**config.mk**
```make
export PLATFORM = sky130hd
export DESIGN_NAME = bfas_queue_flat
export DESIGN_NICKNAME = d
export VERILOG_FILES = /design/src/bfas_pkg.sv /design/src/bfas_ifs.sv /design/src/bfas_queue.sv /design/src/flat_wrapper.sv
export SDC_FILE = /design/constraint.sdc
export NUM_CORES = 1
export LEC_CHECK = 0
export ABC_AREA = 1
export BUFFER_PORTS_ARGS = -buffer_cell sky130_fd_sc_hd__clkbuf_2
export CORE_ASPECT_RATIO = 1.4
export CORE_MARGIN = 4
export CORE_UTILIZATION = 40
export DETAILED_ROUTE_END_ITERATION = 16
export PLACE_DENSITY = 0.69
export SYNTH_ARGS = -nofsm -noshare
export SYNTH_HDL_FRONTEND = slang
export SYNTH_SLANG_ARGS = --single-unit
```
**constraint.sdc**
```tcl
create_clock -name i_clk -period 6.8 [get_ports i_clk]
set_input_delay 0.68 -clock i_clk [delete_from_list [all_inputs] [get_ports i_clk]]
set_output_delay 0.68 -clock i_clk [all_outputs]
set_load 0.02 [all_outputs]
```
**src/bfas_pkg.sv**
```systemverilog
`timescale 1ns / 1ps

package bfas_pkg;

    localparam int BLOOM_BITS  = 16384;
    localparam int HASH_COUNT  = 4;
    localparam int IDX_W       = $clog2(BLOOM_BITS);
    localparam int LANE_W      = (HASH_COUNT > 1) ? $clog2(HASH_COUNT) : 1;

    localparam int ADDR_BYTES  = 20;
    localparam int ADDR_BITS   = 8 * ADDR_BYTES;
    localparam int BYTE_CNT_W  = $clog2(ADDR_BYTES);

    localparam int ROW_W       = 32;
    localparam int COL_W       = $clog2(ROW_W);
    localparam int ROWS        = BLOOM_BITS / ROW_W;
    localparam int ROW_AW      = IDX_W - COL_W;

    localparam int QUEUE_DEPTH = 2;
    localparam int QA_W        = (QUEUE_DEPTH > 1) ? $clog2(QUEUE_DEPTH) : 1;
    localparam int QCNT_W      = $clog2(QUEUE_DEPTH + 1);

    localparam logic [31:0] FNV_BASIS = 32'h811c9dc5;
    localparam logic [31:0] FNV_PRIME = 32'h01000193;
    localparam logic [31:0] SEL_MUL   = 32'h9e3779b9;
    localparam logic [31:0] SEL_STEP  = 32'h1f4a8c1d;

    typedef enum logic [1:0] {
        K_ADDR  = 2'd0,
        K_SEL   = 2'd1,
        K_QUERY = 2'd2,
        K_NONE  = 2'd3
    } t_kind;

    typedef enum logic [1:0] {
        F_IDLE,
        F_HASH,
        F_PUSH
    } t_front_state;

    typedef enum logic [2:0] {
        B_CLEAR,
        B_IDLE,
        B_READ,
        B_CHECK,
        B_RESULT
    } t_back_state;

    typedef struct packed {
        t_kind                            kind;
        logic                             has_sel;
        logic [HASH_COUNT-1:0][IDX_W-1:0] addr_idx;
        logic [HASH_COUNT-1:0][IDX_W-1:0] sel_idx;
    } t_job;

    // h * FNV_PRIME mod 2^32, prime is 2^24 + 2^8 + 2^7 + 2^4 + 2 + 1
    function automatic logic [31:0] fnv_mul(input logic [31:0] h);
        return (h << 24) + (h << 8) + (h << 7) + (h << 4) + (h << 1) + h;
    endfunction

    function automatic logic [31:0] sel_offset(input int unsigned lane);
        logic [63:0] p;
        p = 64'(lane) * 64'(SEL_STEP);
        return p[31:0];
    endfunction

endpackage

```
**src/bfas_ifs.sv**
```systemverilog


interface bfas_job_if;
    import bfas_pkg::*;
    logic valid;
    logic ready;
    t_job data;

    modport source (output valid, data, input ready);
    modport sink   (input valid, data, output ready);
endinterface

```
**src/bfas_queue.sv**
```systemverilog
`timescale 1ns / 1ps

module bfas_queue
    import bfas_pkg::*;
(
    input  logic        i_clk,
    input  logic        i_rst_n,
    bfas_job_if.sink    i_job,
    bfas_job_if.source  o_job
);

    t_job              r_mem [QUEUE_DEPTH];
    logic [QA_W-1:0]   r_wr_ptr, r_rd_ptr;
    logic [QCNT_W-1:0] r_count;
    logic              push, pop;

    assign i_job.ready = (r_count != QCNT_W'(QUEUE_DEPTH));
    assign o_job.valid = (r_count != '0);
    assign o_job.data  = r_mem[r_rd_ptr];
    assign push        = i_job.valid && i_job.ready;
    assign pop         = o_job.valid && o_job.ready;

    function automatic logic [QA_W-1:0] ptr_next(input logic [QA_W-1:0] p);
        return (p == QA_W'(QUEUE_DEPTH - 1)) ? '0 : p + 1'b1;
    endfunction

    always_ff @(posedge i_clk) begin
        if (push) begin
            r_mem[r_wr_ptr] <= i_job.data;
        end
    end

    always_ff @(posedge i_clk) begin
        if (!i_rst_n) begin
            r_wr_ptr <= '0;
            r_rd_ptr <= '0;
            r_count  <= '0;
        end else begin
            if (push) r_wr_ptr <= ptr_next(r_wr_ptr);
            if (pop)  r_rd_ptr <= ptr_next(r_rd_ptr);
            if (push && !pop) begin
                r_count <= r_count + 1'b1;
            end else if (pop && !push) begin
                r_count <= r_count - 1'b1;
            end
        end
    end

`ifndef SYNTHESIS
    a_count_bounded: assert property (@(posedge i_clk) disable iff (!i_rst_n)
        (r_count <= QCNT_W'(QUEUE_DEPTH)) &&
        ((r_count == '0) || (r_count == QCNT_W'(QUEUE_DEPTH)) || (r_wr_ptr != r_rd_ptr)))
        else $error("queue count and pointers disagree");
`endif

endmodule

```
**src/flat_wrapper.sv**
```systemverilog
// flat-port wrapper written by rule: the top's interface ports become plain ports
module bfas_queue_flat import bfas_pkg::*;
  (i_clk, i_rst_n, i_job_valid, i_job_data, i_job_ready, o_job_valid, o_job_data, o_job_ready);
  bfas_job_if i_job_i ();
  bfas_job_if o_job_i ();
  input  logic i_clk;
  input  logic i_rst_n;
  input wire logic [$bits(i_job_i.valid)-1:0] i_job_valid;
  input wire logic [$bits(i_job_i.data)-1:0] i_job_data;
  output wire logic [$bits(i_job_i.ready)-1:0] i_job_ready;
  output wire logic [$bits(o_job_i.valid)-1:0] o_job_valid;
  output wire logic [$bits(o_job_i.data)-1:0] o_job_data;
  input wire logic [$bits(o_job_i.ready)-1:0] o_job_ready;
  assign i_job_i.valid = i_job_valid;
  assign i_job_i.data = i_job_data;
  assign i_job_ready = i_job_i.ready;
  assign o_job_valid = o_job_i.valid;
  assign o_job_data = o_job_i.data;
  assign o_job_i.ready = o_job_ready;
  bfas_queue u_core (.i_clk(i_clk), .i_rst_n(i_rst_n), .i_job(i_job_i), .o_job(o_job_i));
endmodule
```
==> results.toml <==
[routing]
viasPerCell = 4.640
routed_wl_mm = 16.33
ant_nets = 0
vias = 4413
drt-pass1-iter-count = 4
drt-initial-drc-count = 154
drc = 0
route.detailed.wl_per_inst_um = 17.17

[synth]
synth-seq-area-share_pct = 80.18
synth-seq-cells = 235
synthCells = 395
synth_area_um2 = 8738
synthesis.nets = 515
avgSynthCellArea_um2 = 22.12
yosysWarnings = 0
ys_types = 15

[pwr]
vdd_drop_max_v = 0.0003037
total_power_uw = 4119
power_leakage_uw = 0.004217
power.density_nw_per_um2 = 377.4

[timing]
skew_ps = 13.54
final.min_clock_period_ps = 3554
finalHoldViolations = 0
rsz0062_at_grt = "false"
slew_headroom_pct = 24.06
fmax_ghz = 0.2814
drv_slew = 0
tightest_slew_ps = 1139
finalCritPeriodShare_pct = 52.27
setup_violations = 0
setup_tns_ps = 0
timing.hold.ws_ps = 370.8

[global_routing]
grt_usage_pct = 12.76
gr-usage-met1_pct = 12.24
gr-total-overflow = 0
grt_use_met2_pct = 25.37
grt_pass1_wl_mm = 24.63
antenna_found_initial = 1
grt_pass1_vias = 4947
grt_max_degree = 79
grtUsageMet3_pct = 4.144
busiest_layer = "met2"

[critical_path]
crit_slowest_cell = "dfxtp_4"
critPathCaptureType = "output pin"
crit_chain = "buf_4 -> mux2_2 -> clkbuf_2"
path_class = "reg2out"
critical-path-top-delay-family = "flip-flops"
worstPathBufferInverterCount = 2
cp.arrival_ps = 2870
slowest_delay_ps = 1090
worstSetupStartpointType = "register"
cp_max_fo = 78
worstPathRequired_ps = 6120

[place]
place_congestion = 0.7247
dp_hpwl_mm = 11.15
io_buffers = 235
dp.cells = 914

[clocking]
cts_buffer_depth = 3
postCtsHoldBufs = 0
cts_setup_buffers = 0
clock-sinks = 235
root_buffer = "clkbuf_16"
cts_tree = "done"
cts_buffers = 22
worst_setup_hold_path_clk_slew_ps = 60
insertion_delay_ps = 490
htreeDepth = 1
ctsResizeCount = 0

[floorplanning]
die_y_um = 182.9
die_area_um2 = 24310
rows = 63
core_um2 = 21360
start_util_pct = 40.91
pin_count = 236
die_w_um = 132.9

[final_layout]
drive_gt1_share_pct = 58.97
nNetsFinal = 766
final_cell_mix = "clkbuf_2, edfxtp_1, mux2_2, mux2_4, clkbuf_16"
fin_cells = 951
syn2layout_area_growth_pct = 24.89
fillers = 1752
final_common_cell = "clkbuf_2"

[outcome]
outcome = "completed"

[flow_run]
maxCapViolations = 0

[hold_path]
worstHoldPathType = "in2reg"
==> state kept, by name, summed over array words and instances, names as in the netlist, named ones only <==
name             cells
u_core.r_mem       230
u_core.r_wr_ptr      1
u_core.r_rd_ptr      1
u_core.r_count       2
==> metrics by stage <==
step           cell area (um^2)  setup WS [ps]  utilization [%]
5_1_grt                   10910           3036            51.09
6_report                  10910           3246            51.09
3_3_place_gp              10230           3716            47.88
4_1_cts                   10910           3123            51.07
3_5_place_dp              10230           3669            47.88
2_1_floorplan              8738          649.9                -
==> area by class of cell <==
cell class,instances,area (um^2),share of cell area [%]
flip-flops and latches,235,7010,64.24
well taps,292,365.4,3.348
clock buffers,26,586.8,5.377
multi-input cells,139,1608,14.73
repair buffers,240,1214,11.12
inverters,8,30.03,0.2752
clock inverters,10,96.34,0.8828
diodes,1,2.502,0.02293
==> report_power, final <==
part	internal [uW]	total, uW	leakage [uW]	switching [uW]
clock	686	1160	0.000340	475
sequential	1830	1930	0.00219	101
combinational	426	1020	0.00169	596
total	2950	4120	0.00422	1170
==> cell usage after synthesis, drive strengths merged <==
cell	number	area share, %
inv	8	0.34
edfxtp	230	79
nand3	1	0.057
nor2	8	0.34
ha	1	0.14
mux2	115	17
nand2	9	0.39
o21a	1	0.086
a21oi	1	0.057
dfxtp	5	1.1
nand4	1	0.072
buf	13	1.2
o21ai	2	0.11
==> worst reg2reg max path, cell delays in order, from the launching register on <==
cell and delay [ps]:
dfxtp_1 340, inv_1 90, nand2_1 100, nand2_1 170, nor2_4 140, buf_4 680
==> per-layer routing <==
metal  part of all wire (%)  wire (um)  up-vias
li1                       -          -     2047
met1                     33       5447     2180
met2                     56       9203      160
met3                    8.2       1337       26
met4                    2.1        337        0
met5                      0          0        -
==> worst paths after layout <==
check	start	endpoint	cells after the start	slack (ps)
max	register	o_job_data[95]	3	3250
min reg2reg	u_core.r_rd_ptr$_SDFFE_PN0P_	u_core.r_rd_ptr$_SDFFE_PN0P_	2	500
max reg2reg	u_core.r_count[0]$_SDFFE_PN0P_	u_core.r_mem[1][57]$_DFFE_PP_	5	4820
min	i_job_data[32]	u_core.r_mem[0][32]$_DFFE_PP_	1	370
==> cells by family after synthesis <==
family                     count (synthesis)  share of synthesized area [%]
buffers and inverters                     21                          1.589
adders and majority gates                  1                         0.1432
muxes                                    115                          16.97
DFF                                      235                          80.18
AOI/OAI and AO/OA                          4                         0.2577
and+or+nand+nor                           19                         0.8591
Power figures use the tool's default switching activity.
