$ cat config.mk
export PLATFORM = sky130hd
export DESIGN_NAME = bfas_front_flat
export DESIGN_NICKNAME = d
export VERILOG_FILES = /design/src/bfas_pkg.sv /design/src/bfas_ifs.sv /design/src/bfas_front.sv /design/src/flat_wrapper.sv
export SDC_FILE = /design/constraint.sdc
export NUM_CORES = 1
export LEC_CHECK = 0
export BUFFER_PORTS_ARGS = -buffer_cell sky130_fd_sc_hd__buf_2
export CORE_MARGIN = 4
export CORE_UTILIZATION = 25
export DETAILED_ROUTE_END_ITERATION = 16
export GPL_TIMING_DRIVEN = 0
export PLACE_DENSITY = 0.4
export SLEW_MARGIN = 20
export SYNTH_ARGS = -nofsm -noshare
export SYNTH_HDL_FRONTEND = slang
export SYNTH_SLANG_ARGS = --single-unit
$ cat constraint.sdc
create_clock -name i_clk -period 8.1 [get_ports i_clk]
set_clock_uncertainty 0.2 [all_clocks]
set_input_delay 0.81 -clock i_clk [delete_from_list [all_inputs] [get_ports i_clk]]
set_output_delay 0.81 -clock i_clk [all_outputs]
set_load 0.02 [all_outputs]
$ cat src/bfas_pkg.sv
`timescale 1ns / 1ps

package bfas_pkg;

    localparam int BLOOM_BITS  = 16384;
    localparam int HASH_COUNT  = 4;
    localparam int IDX_W       = $clog2(BLOOM_BITS);
    localparam int LANE_W      = (HASH_COUNT > 1) ? $clog2(HASH_COUNT) : 1;

    localparam int ADDR_BYTES  = 20;
    localparam int ADDR_BITS   = 8 * ADDR_BYTES;
    localparam int BYTE_CNT_W  = $clog2(ADDR_BYTES);

    localparam int ROW_W       = 32;
    localparam int COL_W       = $clog2(ROW_W);
    localparam int ROWS        = BLOOM_BITS / ROW_W;
    localparam int ROW_AW      = IDX_W - COL_W;

    localparam int QUEUE_DEPTH = 2;
    localparam int QA_W        = (QUEUE_DEPTH > 1) ? $clog2(QUEUE_DEPTH) : 1;
    localparam int QCNT_W      = $clog2(QUEUE_DEPTH + 1);

    localparam logic [31:0] FNV_BASIS = 32'h811c9dc5;
    localparam logic [31:0] FNV_PRIME = 32'h01000193;
    localparam logic [31:0] SEL_MUL   = 32'h9e3779b9;
    localparam logic [31:0] SEL_STEP  = 32'h1f4a8c1d;

    typedef enum logic [1:0] {
        K_ADDR  = 2'd0,
        K_SEL   = 2'd1,
        K_QUERY = 2'd2,
        K_NONE  = 2'd3
    } t_kind;

    typedef enum logic [1:0] {
        F_IDLE,
        F_HASH,
        F_PUSH
    } t_front_state;

    typedef enum logic [2:0] {
        B_CLEAR,
        B_IDLE,
        B_READ,
        B_CHECK,
        B_RESULT
    } t_back_state;

    typedef struct packed {
        t_kind                            kind;
        logic                             has_sel;
        logic [HASH_COUNT-1:0][IDX_W-1:0] addr_idx;
        logic [HASH_COUNT-1:0][IDX_W-1:0] sel_idx;
    } t_job;

    // h * FNV_PRIME mod 2^32, prime is 2^24 + 2^8 + 2^7 + 2^4 + 2 + 1
    function automatic logic [31:0] fnv_mul(input logic [31:0] h);
        return (h << 24) + (h << 8) + (h << 7) + (h << 4) + (h << 1) + h;
    endfunction

    function automatic logic [31:0] sel_offset(input int unsigned lane);
        logic [63:0] p;
        p = 64'(lane) * 64'(SEL_STEP);
        return p[31:0];
    endfunction

endpackage

$ cat src/bfas_ifs.sv
`timescale 1ns / 1ps

interface bfas_req_if;
    import bfas_pkg::*;
    logic        valid;
    logic        ready;
    t_kind       kind;
    logic [31:0] addr_head;
    logic [63:0] addr_middle;
    logic [63:0] addr_tail;
    logic [31:0] selector_word;
    logic        has_selector;

    modport source (output valid, kind, addr_head, addr_middle, addr_tail,
                    selector_word, has_selector, input ready);
    modport sink   (input valid, kind, addr_head, addr_middle, addr_tail,
                    selector_word, has_selector, output ready);
endinterface


interface bfas_job_if;
    import bfas_pkg::*;
    logic valid;
    logic ready;
    t_job data;

    modport source (output valid, data, input ready);
    modport sink   (input valid, data, output ready);
endinterface

$ cat src/bfas_front.sv
`timescale 1ns / 1ps

module bfas_front
    import bfas_pkg::*;
(
    input  logic              i_clk,
    input  logic              i_rst_n,
    input  logic              i_clearing,
    bfas_req_if.sink          i_req,
    bfas_job_if.source        o_job
);

    t_front_state                 r_state, n_state;
    logic [BYTE_CNT_W-1:0]        r_cnt, n_cnt;
    logic [ADDR_BITS-1:0]         r_addr;
    t_kind                        r_kind;
    logic                         r_has_sel;
    logic [31:0]                  r_sel_prod;
    logic [HASH_COUNT-1:0][31:0]  r_h;
    logic [HASH_COUNT-1:0][31:0]  sel_h;
    logic                         accept;

    assign i_req.ready = (r_state == F_IDLE) && !i_clearing;
    assign accept      = i_req.valid && i_req.ready;

    always_ff @(posedge i_clk) begin
        if (!i_rst_n) begin
            r_state <= F_IDLE;
            r_cnt   <= '0;
        end else begin
            r_state <= n_state;
            r_cnt   <= n_cnt;
        end
    end

    // payload: address shifts out one byte per round, all chains step together
    always_ff @(posedge i_clk) begin
        if (accept) begin
            r_addr     <= {i_req.addr_head, i_req.addr_middle, i_req.addr_tail};
            r_kind     <= i_req.kind;
            r_has_sel  <= i_req.has_selector;
            r_sel_prod <= i_req.selector_word * SEL_MUL;
            for (int l = 0; l < HASH_COUNT; l++) begin
                r_h[l] <= FNV_BASIS;
            end
        end else if (r_state == F_HASH) begin
            r_addr <= r_addr << 8;
            for (int l = 0; l < HASH_COUNT; l++) begin
                r_h[l] <= fnv_mul(r_h[l] ^ {24'd0, r_addr[ADDR_BITS-1 -: 8]}) ^ 32'(l);
            end
        end
    end

    always_comb begin
        n_state = r_state;
        n_cnt   = r_cnt;
        unique case (r_state)
            F_IDLE: begin
                if (accept) begin
                    n_state = F_HASH;
                    n_cnt   = '0;
                end
            end
            F_HASH: begin
                if (r_cnt == BYTE_CNT_W'(ADDR_BYTES - 1)) begin
                    n_state = F_PUSH;
                end else begin
                    n_cnt = r_cnt + 1'b1;
                end
            end
            F_PUSH: begin
                if (o_job.ready) begin
                    n_state = F_IDLE;
                end
            end
            default: n_state = F_IDLE;
        endcase
    end

    always_comb begin
        o_job.valid        = (r_state == F_PUSH);
        o_job.data.kind    = r_kind;
        o_job.data.has_sel = r_has_sel;
        for (int l = 0; l < HASH_COUNT; l++) begin
            sel_h[l]               = r_sel_prod ^ sel_offset(l);
            o_job.data.addr_idx[l] = r_h[l][IDX_W-1:0];
            o_job.data.sel_idx[l]  = sel_h[l][IDX_W-1:0];
        end
    end

`ifndef SYNTHESIS
    a_accept_starts_hash: assert property (@(posedge i_clk) disable iff (!i_rst_n)
        accept |=> (r_state == F_HASH) && (r_cnt == '0))
        else $error("front did not start hashing after a request");
`endif

endmodule

$ cat src/flat_wrapper.sv
// flat-port wrapper written by rule: the top's interface ports become plain ports
module bfas_front_flat import bfas_pkg::*;
  (i_clk, i_rst_n, i_clearing, i_req_valid, i_req_kind, i_req_addr_head, i_req_addr_middle, i_req_addr_tail, i_req_selector_word, i_req_has_selector, i_req_ready, o_job_valid, o_job_data, o_job_ready);
  bfas_req_if i_req_i ();
  bfas_job_if o_job_i ();
  input  logic i_clk;
  input  logic i_rst_n;
  input  logic i_clearing;
  input wire logic [$bits(i_req_i.valid)-1:0] i_req_valid;
  input wire logic [$bits(i_req_i.kind)-1:0] i_req_kind;
  input wire logic [$bits(i_req_i.addr_head)-1:0] i_req_addr_head;
  input wire logic [$bits(i_req_i.addr_middle)-1:0] i_req_addr_middle;
  input wire logic [$bits(i_req_i.addr_tail)-1:0] i_req_addr_tail;
  input wire logic [$bits(i_req_i.selector_word)-1:0] i_req_selector_word;
  input wire logic [$bits(i_req_i.has_selector)-1:0] i_req_has_selector;
  output wire logic [$bits(i_req_i.ready)-1:0] i_req_ready;
  output wire logic [$bits(o_job_i.valid)-1:0] o_job_valid;
  output wire logic [$bits(o_job_i.data)-1:0] o_job_data;
  input wire logic [$bits(o_job_i.ready)-1:0] o_job_ready;
  assign i_req_i.valid = i_req_valid;
  assign i_req_i.kind = i_req_kind;
  assign i_req_i.addr_head = i_req_addr_head;
  assign i_req_i.addr_middle = i_req_addr_middle;
  assign i_req_i.addr_tail = i_req_addr_tail;
  assign i_req_i.selector_word = i_req_selector_word;
  assign i_req_i.has_selector = i_req_has_selector;
  assign i_req_ready = i_req_i.ready;
  assign o_job_valid = o_job_i.valid;
  assign o_job_data = o_job_i.data;
  assign o_job_i.ready = o_job_ready;
  bfas_front u_core (.i_clk(i_clk), .i_rst_n(i_rst_n), .i_clearing(i_clearing), .i_req(i_req_i), .o_job(o_job_i));
endmodule
==> out/qor.yml <==
path_depth: 14
worst_slew_pin_slew_ps: 959
port_buffers: 298
worst_r2r_path_depth: 14
synthTopCellsByCount: "nand2_1, inv_1, edfxtp_1, ha_1, fa_1"
grt_max_degree: 94
area_delta_synth_final_pct: 22.1
async_reset_ff_frac: 0
setup.worst_path.end: "u_core.o_job.data[68]"
post-route-min-period_ps: 4880
clk_latency_ps: 580
synth_seq_area_share: 0.408
crit_path_cell_trace: "xor2_1, inv_1, fa_1, inv_1, ha_1, ha_1, ha_1, fa_1, a21o_1, a21oi_1, o21bai_1, a2111oi_0, or4_1, nand3_1"
path_max_fanout: 4
dp_hpwl_microns: 37400
holdWs_ps: 196
syn-cell-area_sq_um: 16100
synthFlopType: "edfxtp_1"
cts_setup_buffers: 0
synth_enable_flop_cells: 177
routed_wl_microns: 47500
track_usage: 0.136
synth_area_leaders: "edfxtp_1, ha_1, fa_1, nand2_1, dfxtp_1"
routedWlPerCell_microns: 16.8
cts_hold_buf: 0
crit_arrival_ps: 5130
dieHeight_microns: 262
drive_above_1_share: 0.198
worstPathRequired_ps: 8350
path_clk_slew_ps: 60
rsz0062_at_grt: "no"
first_iter_violations: 445
max_freq_ghz: 0.205
crit_buf_inv: 2
coreArea_sq_um: 63400
gp_congestion: 0.776
cp_slowest_cell: "xor2_1"
syn_area_per_cell_sq_um: 9.98
dp_slack_ps: 2780
worstSetupEndpointType: "flop"
cp-start-kind: "flop"
slowest_delay_ps: 600
post-route-period-util: 0.602
hold_viol_final: 0
clockRootBuffer: "clkbuf_16"
die_w_microns: 262
htreeDepth: 1
cts_buffer_depth: 3
die-area_sq_um: 68700
worstHoldPathCells: 1
crit_path_start: "u_core.r_addr[156]"
tritoncts: "built"
dp_cells: 2762
start_util: 0.254
synth_nets: 2084
finalNonFillerCells: 2820
cp_top_family: "adder cells"
r2r_start: "u_core.r_addr[156]"
worstSetupPathType: "reg2reg"
status: "complete, no violations"
ioPinCount: 317
antenna_found_initial: 13
rr_endpoint: "u_core.o_job.data[68]"
grt_pass1_wl_microns: 72300
rows: 92
fin_ws_ps: 3220
cts_sinks: 240
ys_ff_latch: 240
grt_pass1_vias: 12700
fin_nets: 2416
synth_top_area_share: 0.329
cts_resized: 0
setup_viol: 0
tns_ps: 0
cts_buffers: 30
synth_cells: 1616
slew_violations: 0
gr-total-overflow: 0
cap_violations: 0
yosysMostFrequentCell: "nand2_1"
regArea_sq_um: 6580
vias: 11800
fillers: 6681
yosysWarningCount: 0
ys_types: 43
synth_area_leader_cell: "edfxtp_1"
path_common_cell: "ha_1"
drc_errors: 0
routed_via_density: 4.19
r2r_slack_ps: 3220
relSlewSlack: 0.361
dr.pass1.iters: 4
holdCritPathClass: "in2reg"
multi_input_comb_area_sq_um: 8360
antenna_left: 0
metrics by stage:
| step | area (sq um) | utilization |
|---|---|---|
| floorplan | 16100 | - |
| global placement | 18700 | 0.295 |
| detailed placement | 18700 | 0.296 |
| CTS | 19700 | 0.310 |
| global route | 19700 | 0.311 |
| finish | 19700 | 0.311 |
flip-flops by register name (all words and copies together) (netlist names):
name and count:
u_core.r_cnt 5, u_core.r_has_sel 1, u_core.r_kind 2, u_core.r_sel_prod 14, u_core.r_addr 160, u_core.r_state 2, u_core.o_job.data 56
area by class of cell:
type / count / area share
multi-input combinational: 1092 / 0.424
sequential: 240 / 0.334
timing repair buffer: 300 / 0.0785
tap: 846 / 0.0537
clock buffer: 35 / 0.0391
inverter: 203 / 0.0387
buffer: 81 / 0.0228
clock inverter: 20 / 0.00864
antenna: 3 / 0.000381
layout by cell type, fill, tap and decap left out, drive strengths merged, types with 3 or more instances in the layout:
cell    instances
nand2         470
buf           345
inv           204
edfxtp        177
ha            166
fa            102
clkbuf         71
dfxtp          63
xnor2          60
xor2           48
o21ai          44
a21oi          40
nor2           26
a22o           20
nor3           19
a21o           15
clkinv         15
nand3          12
a211oi         10
o21bai          9
o21a            9
and3            9
o22a            4
xnor3           4
diode           3
nor2b           3
a31oi           3
cells by family after synthesis:
logic type | after synthesis | share of synthesized area
AO/OA/AOI/OAI | 162 | 0.0644
buffers and inverters | 284 | 0.0744
adder cells (fa/ha/maj) | 268 | 0.255
AND/OR/NAND/NOR | 550 | 0.134
XOR/XNOR | 112 | 0.0642
flip-flops | 240 | 0.408
layer usage:
layer	GRT usage	part of all wire
met4	0.0202	0.015
met2	0.239	0.49
met3	0.0288	0.052
met1	0.177	0.44
met5	0	0.0023
worst min-delay path by stage:
stage / from / endpoint / slack [ps]
floorplan: u_core.r_cnt[1] / u_core.r_cnt[1] / 270
global placement: u_core.r_cnt[1] / u_core.r_cnt[1] / 290
detailed placement: u_core.r_addr[82] / u_core.r_addr[90] / 300
CTS: i_req_kind[1] / u_core.r_kind[1] / 170
global route: i_req_has_selector / u_core.r_has_sel / 160
finish: i_req_kind[1] / u_core.r_kind[1] / 200
Power is left out: the tool's default activity adds up to more than one toggle a clock period on the data nets, which glitch-free logic cannot reach.
